$ cat src/rtl/core/lph_pkg.sv
// Shared types and constants for the linear probing hash table.
// Holds the request and result beats, controller states and the
// command and status bundles. No dependencies.
`default_nettype none

package lph_pkg;

  localparam int TABLE_ENTRIES = 512;
  localparam int IDX_W = $clog2(TABLE_ENTRIES);
  localparam int CNT_W = $clog2(TABLE_ENTRIES + 1);
  // A power-of-two table takes the home slot straight from the low key bits.
  localparam bit TABLE_POW2 = (TABLE_ENTRIES & (TABLE_ENTRIES - 1)) == 0;
  // Reciprocal of the table size scaled by 2^32. Any other table size gets
  // its home slot from one multiply by this and a single correction.
  localparam logic [31:0] HOME_RECIP = 32'((64'd1 << 32) / TABLE_ENTRIES);

  localparam logic [1:0] MODE_PUT = 2'd0;
  localparam logic [1:0] MODE_GET = 2'd1;
  localparam logic [1:0] MODE_DEL = 2'd2;
  localparam logic [1:0] MODE_NOP = 2'd3;

  localparam logic [1:0] STAT_DONE   = 2'd0;
  localparam logic [1:0] STAT_FULL   = 2'd1;
  localparam logic [1:0] STAT_REJECT = 2'd2;

  typedef struct packed {
    logic [1:0]  mode;
    logic [31:0] key;
    logic [31:0] value;
  } req_t;

  typedef struct packed {
    logic [31:0] prev_value;
    logic        found;
    logic [1:0]  status;
  } rsp_t;

  typedef enum logic [2:0] {
    S_CLEAR,
    S_IDLE,
    S_HOME,
    S_SCAN,
    S_UPDATE
  } state_t;

  typedef struct packed {
    logic clear;
    logic load;
    logic home_step;
    logic issue;
    logic finish;
  } cmd_t;

  typedef struct packed {
    logic clear_last;
    logic skip;
    logic home_last;
    logic hit;
    logic last;
  } sts_t;

endpackage

`default_nettype wire

$ cat src/rtl/core/lph_ctrl.sv
// Controller state machine for the hash table.
// Depends on lph_pkg for the state, command and status types.
`default_nettype none

module lph_ctrl (
  input  wire                clk,
  input  wire                rst,
  input  wire                start,
  input  wire lph_pkg::sts_t sts,
  output lph_pkg::cmd_t      cmd,
  output logic               busy
);
  import lph_pkg::*;

  state_t state;
  state_t state_next;

  always_ff @(posedge clk) begin
    if (rst) begin
      state <= S_CLEAR;
    end else begin
      state <= state_next;
    end
  end

  always_comb begin
    state_next = state;
    unique case (state)
      S_CLEAR: begin
        if (sts.clear_last) begin
          state_next = S_IDLE;
        end
      end
      S_IDLE: begin
        if (start) begin
          if (sts.skip) begin
            state_next = S_UPDATE;
          end else if (TABLE_POW2) begin
            state_next = S_SCAN;
          end else begin
            state_next = S_HOME;
          end
        end
      end
      S_HOME: begin
        if (sts.home_last) begin
          state_next = S_SCAN;
        end
      end
      S_SCAN: begin
        if (sts.hit || sts.last) begin
          state_next = S_UPDATE;
        end
      end
      S_UPDATE: begin
        state_next = S_IDLE;
      end
      default: begin
        state_next = S_IDLE;
      end
    endcase
  end

  always_comb begin
    cmd.clear     = (state == S_CLEAR);
    cmd.load      = (state == S_IDLE) && start;
    cmd.home_step = (state == S_HOME);
    cmd.issue     = (state == S_SCAN) && !(sts.hit || sts.last);
    cmd.finish    = (state == S_UPDATE);
    busy          = (state != S_IDLE);
  end

endmodule

`default_nettype wire

$ cat config.mk
export PLATFORM = sky130hd
export DESIGN_NAME = lph_ctrl
export DESIGN_NICKNAME = d
export VERILOG_FILES = /design/src/rtl/core/lph_pkg.sv /design/src/rtl/core/lph_ctrl.sv
export SDC_FILE = /design/constraint.sdc
export NUM_CORES = 1
export LEC_CHECK = 0
export BUFFER_PORTS_ARGS = -buffer_cell sky130_fd_sc_hd__clkbuf_2
export CORE_AREA = 10 10 47 49
export CTS_CLUSTER_DIAMETER = 120
export DETAILED_ROUTE_END_ITERATION = 10
export DIE_AREA = 0 0 57 59
export GPL_TIMING_DRIVEN = 1
export SLEW_MARGIN = 20
export SYNTH_ARGS = -nofsm -noshare
export SYNTH_HDL_FRONTEND = slang
export SYNTH_SLANG_ARGS = --single-unit
$ cat constraint.sdc
create_clock -name clk -period 1.5 [get_ports clk]
set_clock_uncertainty 0.15 [all_clocks]
set_input_delay 0.375 -clock clk [delete_from_list [all_inputs] [get_ports clk]]
set_output_delay 0.375 -clock clk [all_outputs]
set_load 0.02 [all_outputs]
-- After elaboration in Yosys (flattened, before gate mapping)
Index checks and enable logic that the tools add are counted.
- equal/unequal tests: 9
- muxes and demuxes: 6
- reduce and logical (&&, ||, !) cells: 6
- operators by type and width (kind ; number):
    two-way mux 3 bit ; 5
    case mux 3 bit (4 select lines) ; 1
    equality test 3 x 2 -> 1 bit, second input constant ; 2
    != test 2 bit, second input constant ; 3
    AND reduction 4 bit ; 1
    equality test 3 x 1 -> 1 bit, second input constant ; 1
    equality test 3 bit, second input constant ; 1
    zero test 3 bit ; 1
    != test 3 x 1 -> 1 bit, second input constant ; 1
    logical AND 1 bit ; 2
    != test 2 x 1 -> 1 bit, second input constant ; 1
    zero test 1 bit ; 1
    logical OR 1 bit ; 1
- flip-flop bits (word level): 3
- input port bits: 8
- output and inout port bits: 6
- word-level logic and storage cells: 22

-- Depth between registers and ports, before layout
Gate-level depths: netlist of run 1.
- depth after elaboration: 3
- mapped depth: 4
- depth with buffers taken out: 3

-- Worst setup path before layout of run 1
Ideal clock, no wire load.
- kind: register to output
- from: register state[2]
- to: output cmd[3] (netlist bit)
- arrival time: 1.067 ns
- data required time: 0.975 ns
- slack: -0.092 ns
- cell stages (with the launch flop): 4
- path buffers: 0
- cell sequence: dfxtp_1 and2b_4 nand2b_1 nor2_1
- RTL lines (element ; line ; RTL):
    start: declaration ; lph_ctrl.sv:15 ; state_t state;
    start signal: assignment ; lph_ctrl.sv:22 ; state <= state_next;
    end: declaration ; lph_ctrl.sv:10 ; output lph_pkg::cmd_t cmd,

==> metrics.txt, run 1 <==
vias per std cell 4.08; Final Worst Setup Slack -128 ps; # rows 14; WL final 663 um; relative contribution of combinational cells to total power 0.307; post-detail-place hpwl 539 um; Initial DRT Pass Iterations 1; Placement Cell Area 304 um^2; number of register bits inferred by synthesis 3; failing checks setup timing; Inserted Diodes 0; accumulated negative setup slack -446 ps; setup repair after global routing missed its margin true; post-route design area 417 um^2; net switching share of the total power 0.286; WP data required 970 ps; critical path, cell by cell and2b_4 -> and3_4 -> buf_8; leakage power 0.194 nW; path category of the worst min-delay check in -> reg; kind of start point of the critical path register; power per unit of standard cell area 810 nW/um^2; count of boundary I/O pins 14; number of standard cells after synthesis 24; max-cap violations 0; Critical Path End Type output pin; GR met2 Demand/Resource 0.0527; initial antenna violation count 0; Avg Synthesized Cell Area 8.65 um^2; number of warning messages in the yosys log 0; via total after detailed routing 245; total net switching power 0.0000964 W; TritonCTS clock tree built; number of nets in the layout 53; multiplexer area fraction after synthesis 0.0482; registers with the most flip-flops state x3; pin slew with the least headroom to its limit 164 ps; slowest library cell on the worst path dfxtp_2; cell area after synthesis 208 um^2; starting density of the core 0.148; share of the yosys chip area belonging to registers 0.289; highest achievable clock rate 614 MHz; met3 Track Usage GR 0.0172; number of sinks handled by clock tree synthesis 3; average wire per cell in the routed design 11.1 um; number of buffers between clock root and the deepest sink 2; global routing met1 resource utilization 0.0344; via count of the first global-routing pass 243; part of the total power dissipated in the clock network 0.416; number of buffers inserted by port buffering 13; Inserted Clock Buffers 3; pre-CTS setup slack 36.5 ps; global routing's busiest layer met4; leading post-synthesis cells by cell area dfxtp_1, a221oi_2, and4bb_1; count of different cell masters after synthesis 19; net count of the mapped netlist 32; fraction of the mapped netlist area in adder cells 0; largest reg by FF count state; pin count of the biggest net entering global routing 11; y dimension of the die 59 um; cell taking the most area after synthesis dfxtp_1; final critical delay including setup and external delays 1630 ps; Crit Path Max Fanout 3; number of slew-limit violations in the final report 0; critical path class reg -> out; headroom to the max-slew limit 0.888; post-synthesis simple-gate area fraction 0.422; CP Data Arrival Time 1100 ps; floorplan die area 3360 um^2; number of setup violations in the final report 6; DRC violations left 0; parity-gate share of the synthesized area counting xor and xnor cells 0; Clock Tree Root clkbuf_4; number of levels in the clock H-tree 1; Core ar. 1400 um^2; commonest non-fill, non-tap cells in the layout clkbuf_2, buf_4, clkbuf_4, buf_8, dfxtp_2; Worst VDD drop 0.307 mV; Power Total 0.000338 W; final core utilization 0.297; Worst-Skew Late Latency 230 ps; crit share post-route 1.09; filler instances 159; number of flip-flops in the largest register 3; sequential share of power 0.277; flop2flop setup slack 360 ps; remaining global-route overflow 0; clock edge transition at the registers on the reported setup and hold paths 40 ps; number of hold-repair buffers added at the cts stage 0; Final Wtd Congestion 0.688; compound-gate portion of the synthesized area 0.169; Area growth, synth to finish 101%; proportion of netlist area held by the largest area contributor 0.289; first-pass GRT wire length 938 um; global-route usage over all layers 0.0385; dominant combinational cell family by area after synthesis simple AND/OR/NAND/NOR gates; slowest cell delay on critical path 310 ps; internal power 0.000241 W; Final ANT Viol Nets 0; Hold Violations, Final 0; outcome complete, but fails checks; initial DRC count 0; width of the die 57 um; fraction of layout cells with a size suffix above 1 0.727
cell usage after synthesis:
| cell type | n |
|---|---|
| dfxtp_1 | 3 |
| nor2_1 | 3 |
| o21ai_0 | 2 |
| a21oi_1 | 1 |
| a221oi_2 | 1 |
| and2_1 | 1 |
| and2b_4 | 1 |
| and3_1 | 1 |
| and3b_1 | 1 |
| and4bb_1 | 1 |
| buf_6 | 1 |
| inv_1 | 1 |
| mux2i_1 | 1 |
| nand2_1 | 1 |
| nand2b_1 | 1 |
| nor3_1 | 1 |
| nor3_2 | 1 |
| nor3b_1 | 1 |
| o21ai_1 | 1 |
routing by layer:
layer,part of all wire,routed length [um]
met1,0.42,281
met2,0.49,328
met3,0.050,33
met4,0.029,19
met5,0,0
power by group through the flow:
stage / Combinational, W / Sequential (W) / Clock, W
after floorplan: 0.0000482 / 0.0000901 / 0
after global placement: 0.0000768 / 0.0000913 / 0
after detailed placement: 0.0000773 / 0.0000918 / 0
after CTS: 0.0000963 / 0.0000915 / 0.000148
after global routing: 0.000112 / 0.0000946 / 0.000150
final: 0.000104 / 0.0000935 / 0.000140
path summary, 6_finish.rpt:
path	from	to	cells past startpoint
hold reg to reg	state[2]	state[1]	2
setup reg to reg	state[0]	state[1]	4
hold / removal	rst	state[0]	2
setup / recovery	state[2]	cmd[1]	3
cell families after synthesis:
logic type,after synthesis
AND/OR/NAND/NOR,13
AO/OA/AOI/OAI,5
flip-flops,3
buffers and inverters,2
multiplexers,1
worst max-delay path: cells and delay by family (launching register included):
family                 cells  cell delay [ps]
AND/OR/NAND/NOR            2              460
buffers and inverters      1              100
flip-flops                 1              310
through the flow:
stage                     cells  hold WS [ps]
after detailed placement     54           405
after floorplan              24           291
after global placement       54           385
final                        60           195
after global routing         60           195
after CTS                    60           188
layout make-up:
cell class	instances	area, um^2	share of cell area
clock buffer	4	26.3	0.0631
inverter	1	3.75	0.00901
multi-input combinational	19	170	0.408
sequential	3	63.8	0.153
tap	16	20.0	0.0480
timing repair buffer	17	133	0.318
timing repair:
| item | in CTS | in global routing |
|---|---|---|
| setup endpoints to repair | 6 | 6 |
| pin swaps | 0 | 1 |
| setup buffers | 2 | 0 |
| endpoints found under the hold margin | 0 | 0 |
| resized for setup | 13 | 11 |
Note: power is estimated with default switching activity, not from simulation.
==> run 2, diff against run 1 <==
--- a/config.mk
+++ b/config.mk
@@ -11,7 +11,9 @@
 export DETAILED_ROUTE_END_ITERATION = 10
 export DIE_AREA = 0 0 57 59
 export GPL_TIMING_DRIVEN = 1
+export MAX_ROUTING_LAYER = met4
 export SLEW_MARGIN = 20
 export SYNTH_ARGS = -nofsm -noshare
 export SYNTH_HDL_FRONTEND = slang
 export SYNTH_SLANG_ARGS = --single-unit
+export TNS_END_PERCENT = 20
==> run 2 against run 1 <==
The flow still finishes with violations (setup timing). Critical path depth stayed put. Count of clock-buffer cells in the layout unchanged. Fmax is essentially flat. Worst setup slack hardly changed. Die area stayed put. Non-clock buffer count stayed put. Critical endpoint unchanged. Highest routed layer unchanged.
==> metrics.txt, run 2 (synthesis results as in run 1) <==
outcome complete, but fails checks; failing checks setup timing; WP data required 970 ps (about the same); number of buffers inserted by port buffering 13 (unchanged); Hold Violations, Final 0 (unchanged); pin count of the biggest net entering global routing 11 (unchanged); Power Total 0.000331 W (-2.0%); average wire per cell in the routed design 11.1 um (unchanged); setup repair after global routing missed its margin true; accumulated negative setup slack -451 ps (-5.29 ps); Core ar. 1400 um^2 (unchanged); Crit Path Max Fanout 3 (unchanged); leakage power 0.191 nW (-1.8%); WL final 663 um (unchanged); critical path, cell by cell and2b_4 -> and3_4 -> buf_8; y dimension of the die 59 um (unchanged); commonest non-fill, non-tap cells in the layout clkbuf_2, buf_4, clkbuf_4, dfxtp_2; floorplan die area 3360 um^2 (unchanged); max-cap violations 0 (unchanged); headroom to the max-slew limit 0.888 (unchanged); initial antenna violation count 0 (unchanged); first-pass GRT wire length 938 um (unchanged); highest achievable clock rate 614 MHz (about the same); gate family responsible for the most delay along the worst path simple AND/OR/NAND/NOR gates; Worst Hold Depth 2 (unchanged); number of buffers between clock root and the deepest sink 2 (unchanged); Inserted Diodes 0 (unchanged); Critical R2R Capture state[1]; Fin Hold WS 195 ps (+0.0340 ps); width of the die 57 um (unchanged); vias per std cell 4.08 (unchanged); Initial DRT Pass Iterations 1 (unchanged); TritonCTS clock tree built; path depth of the worst reg2reg path 4 (unchanged); starting density of the core 0.148 (unchanged); Worst-Skew Late Latency 230 ps (about the same); global-route usage over all layers 0.0395 (+0.00108); power per unit of standard cell area 814 nW/um^2 (+0.46%); initial DRC count 0 (unchanged); Worst VDD drop 0.307 mV (about the same); Area growth, synth to finish 95.8%; final critical delay including setup and external delays 1630 ps (-0.0350 ps); number of sinks handled by clock tree synthesis 3 (unchanged); crit share post-route 1.09 (about the same); # rows 14 (unchanged); CP Data Arrival Time 1100 ps (about the same); critical path class reg -> out; most frequent standard cell in the layout excluding fill and tap cells clkbuf_2; registers with the most flip-flops state x3; Final Worst Setup Slack -128 ps (+0.0350 ps); Inserted Clock Buffers 3 (unchanged); fraction of layout cells with a size suffix above 1 0.727 (unchanged); number of setup violations in the final report 6 (unchanged); kind of start point of the critical path register; post-route design area 407 um^2 (-2.4%); via total after detailed routing 245 (unchanged); Bufs and invs on worst path 1 (unchanged); Clock Tree Root clkbuf_4; post-detail-place hpwl 539 um (unchanged); via count of the first global-routing pass 244 (+0.41%); Placement Cell Area 304 um^2 (unchanged); flop2flop setup slack 360 ps (about the same); DRC violations left 0 (unchanged); Critical Path End Type output pin; clock edge transition at the registers on the reported setup and hold paths 40 ps (about the same); number of levels in the clock H-tree 1 (unchanged); Final Wtd Congestion 0.695 (+1.0%); slowest library cell on the worst path dfxtp_2; count of boundary I/O pins 14 (unchanged); number of slew-limit violations in the final report 0 (unchanged); remaining global-route overflow 0 (unchanged); slowest cell delay on critical path 310 ps (about the same); number of nets in the layout 53 (unchanged); path category of the worst min-delay check in -> reg; filler instances 160 (+0.63%); Final ANT Viol Nets 0 (unchanged); number of flip-flops in the largest register 3 (unchanged); Worst R2R Start state[0]; sink of the worst hold path state[0]; pin slew with the least headroom to its limit 164 ps (unchanged); stages on the worst setup path 3 (unchanged); largest reg by FF count state; source of the worst hold timing path rst
-- run 2: cell types whose count changed in the layout (fill, tap and decap cells not counted) --
cell and delta:
buf_8 -1, clkbuf_2 +1
-- run 2: worst register-to-register path, stage by stage, from the launching register on --
cell and delay, ps:
dfxtp_2 330, buf_4 150, and4bb_1 190, a21oi_1 160, nor3_2 50
-- run 2: area by class of cell --
cell class | count | area [um^2] | area share
Multi-Input combinational cell | 19 | 170 | 0.418
Inverter | 1 | 3.75 | 0.00923
Sequential cell | 3 | 63.8 | 0.157
Clock buffer | 4 | 26.3 | 0.0646
Timing Repair Buffer | 17 | 123 | 0.302
Tap cell | 16 | 20.0 | 0.0492
-- run 2: how the worst max path moves through the flow --
stage | start | end
5_1_grt | state[2] | cmd[1]
6_report | state[2] | cmd[1]
3_5_place_dp | state[2] | cmd[3]
4_1_cts | state[2] | cmd[1]
2_1_floorplan | state[2] | cmd[3]
3_3_place_gp | state[2] | cmd[2]
-- run 2: metal layers --
layer / vias up / routed length [um] / GRT usage
li1: 125 / - / -
met1: 109 / 293 / 0.0356
met2: 9 / 327 / 0.0527
met3: 2 / 22 / 0.0150
met4: 0 / 19 / 0.0604
met5: - / 0 / -
-- run 2: stage by stage --
stage	instances	utilization	worst slack [ps]
floorplan	24	-	15.3
global placement	54	0.217	56.3
detailed placement	54	0.217	36.5
CTS	60	0.275	-167
global route	60	0.290	-161
finish	60	0.290	-128
-- run 2: report_power, final --
part	leakage (nW)	internal, W	total [W]	switching [W]
logic	0.150	0.0000500	0.0000970	0.0000469
clock network	0.0150	0.0000996	0.000140	0.0000408
registers	0.0258	0.0000861	0.0000935	0.00000749
total	0.191	0.000236	0.000331	0.0000953
-- run 2: repair_timing --
item | 4_1_cts | 5_1_grt
resized for setup | 11 | 10
buffers inserted | 2 | 0
endpoints found under the setup margin | 6 | 6
hold buffers | 0 | 0
pin swaps | 0 | 1
==> run 3, diff against run 2 <==
--- a/config.mk
+++ b/config.mk
@@ -12,6 +12,7 @@
 export DIE_AREA = 0 0 57 59
 export GPL_TIMING_DRIVEN = 1
 export MAX_ROUTING_LAYER = met4
+export SKIP_CTS_REPAIR_TIMING = 1
 export SLEW_MARGIN = 20
 export SYNTH_ARGS = -nofsm -noshare
 export SYNTH_HDL_FRONTEND = slang
==> constraint.sdc (replaced) <==
create_clock -name clk -period 1.8 [get_ports clk]
set_clock_uncertainty 0.15 [all_clocks]
set_input_delay 0.45 -clock clk [delete_from_list [all_inputs] [get_ports clk]]
set_output_delay 0.45 -clock clk [all_outputs]
set_load 0.02 [all_outputs]
==> run 3 against run 2 <==
Via count fell by 6.1%. The run now ends clean. Total power shrank 22%. Combinational power shrank 38%. Routed wire length grew 0.75%.
==> metrics.txt, run 3 (synthesis results as in run 1) <==
outcome finished clean; slowest cell delay on critical path 330 ps (+20 ps); power per unit of standard cell area 809 nW/um^2 (-0.63%); width of the die 57 um (unchanged); highest achievable clock rate 566 MHz; Worst-Skew Late Latency 240 ps (about the same); number of levels in the clock H-tree 1 (unchanged); total net switching power 0.0000766 W (-20%); final critical delay including setup and external delays 1770 ps; TritonCTS clock tree built; part of the total power dissipated in the clock network 0.470 (+0.046); pin count of the biggest net entering global routing 11 (unchanged); average wire per cell in the routed design 11.7 um (+6.1%); Core ar. 1400 um^2 (unchanged); Placement Cell Area 282 um^2 (-7.4%); pin slew with the least headroom to its limit 300 ps (+136 ps); initial antenna violation count 0 (unchanged); setup repair after global routing missed its margin true; starting density of the core 0.148 (unchanged); stages on the worst setup path 4 (+1); Worst VDD drop 0.253 mV (-18%); global-route usage over all layers 0.0430 (+0.00342); Inserted Clock Buffers 3 (unchanged); via total after detailed routing 230 (-6.1%); Final Wtd Congestion 0.689 (-0.82%); y dimension of the die 59 um (unchanged); number of slew-limit violations in the final report 0 (unchanged); accumulated negative setup slack 0 ps (+451 ps); Sequential Area 62.6 um^2 (-2.0%); number of flip-flops in the largest register 3 (unchanged); CP Data Arrival Time 1170 ps (+70 ps); WP data required 1200 ps (+230 ps); net switching share of the total power 0.296 (+0.00767); post-route design area 320 um^2 (-21%); critical path class reg -> out; number of sinks handled by clock tree synthesis 3 (unchanged); post-detail-place hpwl 529 um (-1.7%); first-pass GRT wire length 986 um (+5.1%); crit share post-route 0.982; number of nets in the layout 50 (-5.7%); slowest library cell on the worst path dfxtp_2; sequential share of power 0.299 (+0.016); multi-input logic area 133 um^2 (-22%); Initial DRT Pass Iterations 4 (+3); Hold Violations, Final 0 (unchanged); relative contribution of combinational cells to total power 0.231 (-0.062); DRC violations left 0 (unchanged); WL final 668 um (+0.75%); clock edge transition at the registers on the reported setup and hold paths 40 ps (about the same); gate family responsible for the most delay along the worst path simple AND/OR/NAND/NOR gates; Power Total 0.000259 W (-22%); leakage power 0.162 nW (-15%); remaining global-route overflow 0 (unchanged); Final Worst Setup Slack 33.0 ps (+161 ps); commonest non-fill, non-tap cells in the layout clkbuf_2, nor2_1, clkbuf_4; floorplan die area 3360 um^2 (unchanged); initial DRC count 4 (+4); Crit Path Max Fanout 5 (+2); pre-CTS setup slack 242 ps (+206 ps); kind of start point of the critical path register; Worst Hold Depth 2 (unchanged); headroom to the max-slew limit 0.800 (-0.0879); most frequent standard cell in the layout excluding fill and tap cells clkbuf_2; count of boundary I/O pins 14 (unchanged); path depth of the worst reg2reg path 3 (-1); via count of the first global-routing pass 230 (-5.7%); largest reg by FF count state; # rows 14 (unchanged); registers with the most flip-flops state x3; path category of the worst min-delay check in -> reg; Final ANT Viol Nets 0 (unchanged); Clock Tree Root clkbuf_4; number of buffers between clock root and the deepest sink 2 (unchanged); number of buffers inserted by port buffering 13 (unchanged); Critical Path End Type output pin; vias per std cell 4.04 (-1.2%); fraction of layout cells with a size suffix above 1 0.537 (-0.191); Inserted Diodes 0 (unchanged); Bufs and invs on worst path 1 (unchanged); max-cap violations 0 (unchanged); filler instances 170 (+6.3%); critical path, cell by cell and2b_4 -> nand2b_1 -> nor2_1 -> buf_4; Area growth, synth to finish 54.2%; number of setup violations in the final report 0 (-6); internal power 0.000183 W (-23%)
run 3: final cells by class:
cell class	count	share of cell area
multi-input cells	19	0.414
repair buffers	14	0.234
flip-flops and latches	3	0.195
clock buffers	4	0.0820
well taps	16	0.0625
inverters	1	0.0117
run 3: stage by stage:
stage | cells | hold WS, ps | util
after detailed placement | 52 | 335 | 0.201
after global placement | 52 | 327 | 0.201
after floorplan | 24 | 307 | -
after CTS | 56 | 267 | 0.220
final | 57 | 267 | 0.229
after global routing | 57 | 255 | 0.229
run 3: power groups by stage:
stage / clock, W / combinational, W / sequential, W
4_1_cts: 0.000129 / 0.0000564 / 0.0000768
2_1_floorplan: 0 / 0.0000376 / 0.0000751
3_5_place_dp: 0 / 0.0000562 / 0.0000779
6_report: 0.000122 / 0.0000598 / 0.0000774
5_1_grt: 0.000142 / 0.0000656 / 0.0000781
3_3_place_gp: 0 / 0.0000551 / 0.0000778
run 3: final timing paths:
path                                 end  slack [ps]      from
worst min register to register  state[1]         300  state[2]
worst min-delay path            state[0]         270       rst
worst max register to register  state[2]         600  state[1]
worst max-delay path              cmd[3]          30  state[2]
run 3: layer usage:
| layer | up-vias | global-route usage | share of wire |
|---|---|---|---|
| met4 | 0 | 0.0302 | 0 |
| met5 | - | - | 0 |
| met2 | 14 | 0.0496 | 0.46 |
| met1 | 97 | 0.0471 | 0.46 |
| li1 | 119 | - | - |
| met3 | 0 | 0.0343 | 0.073 |
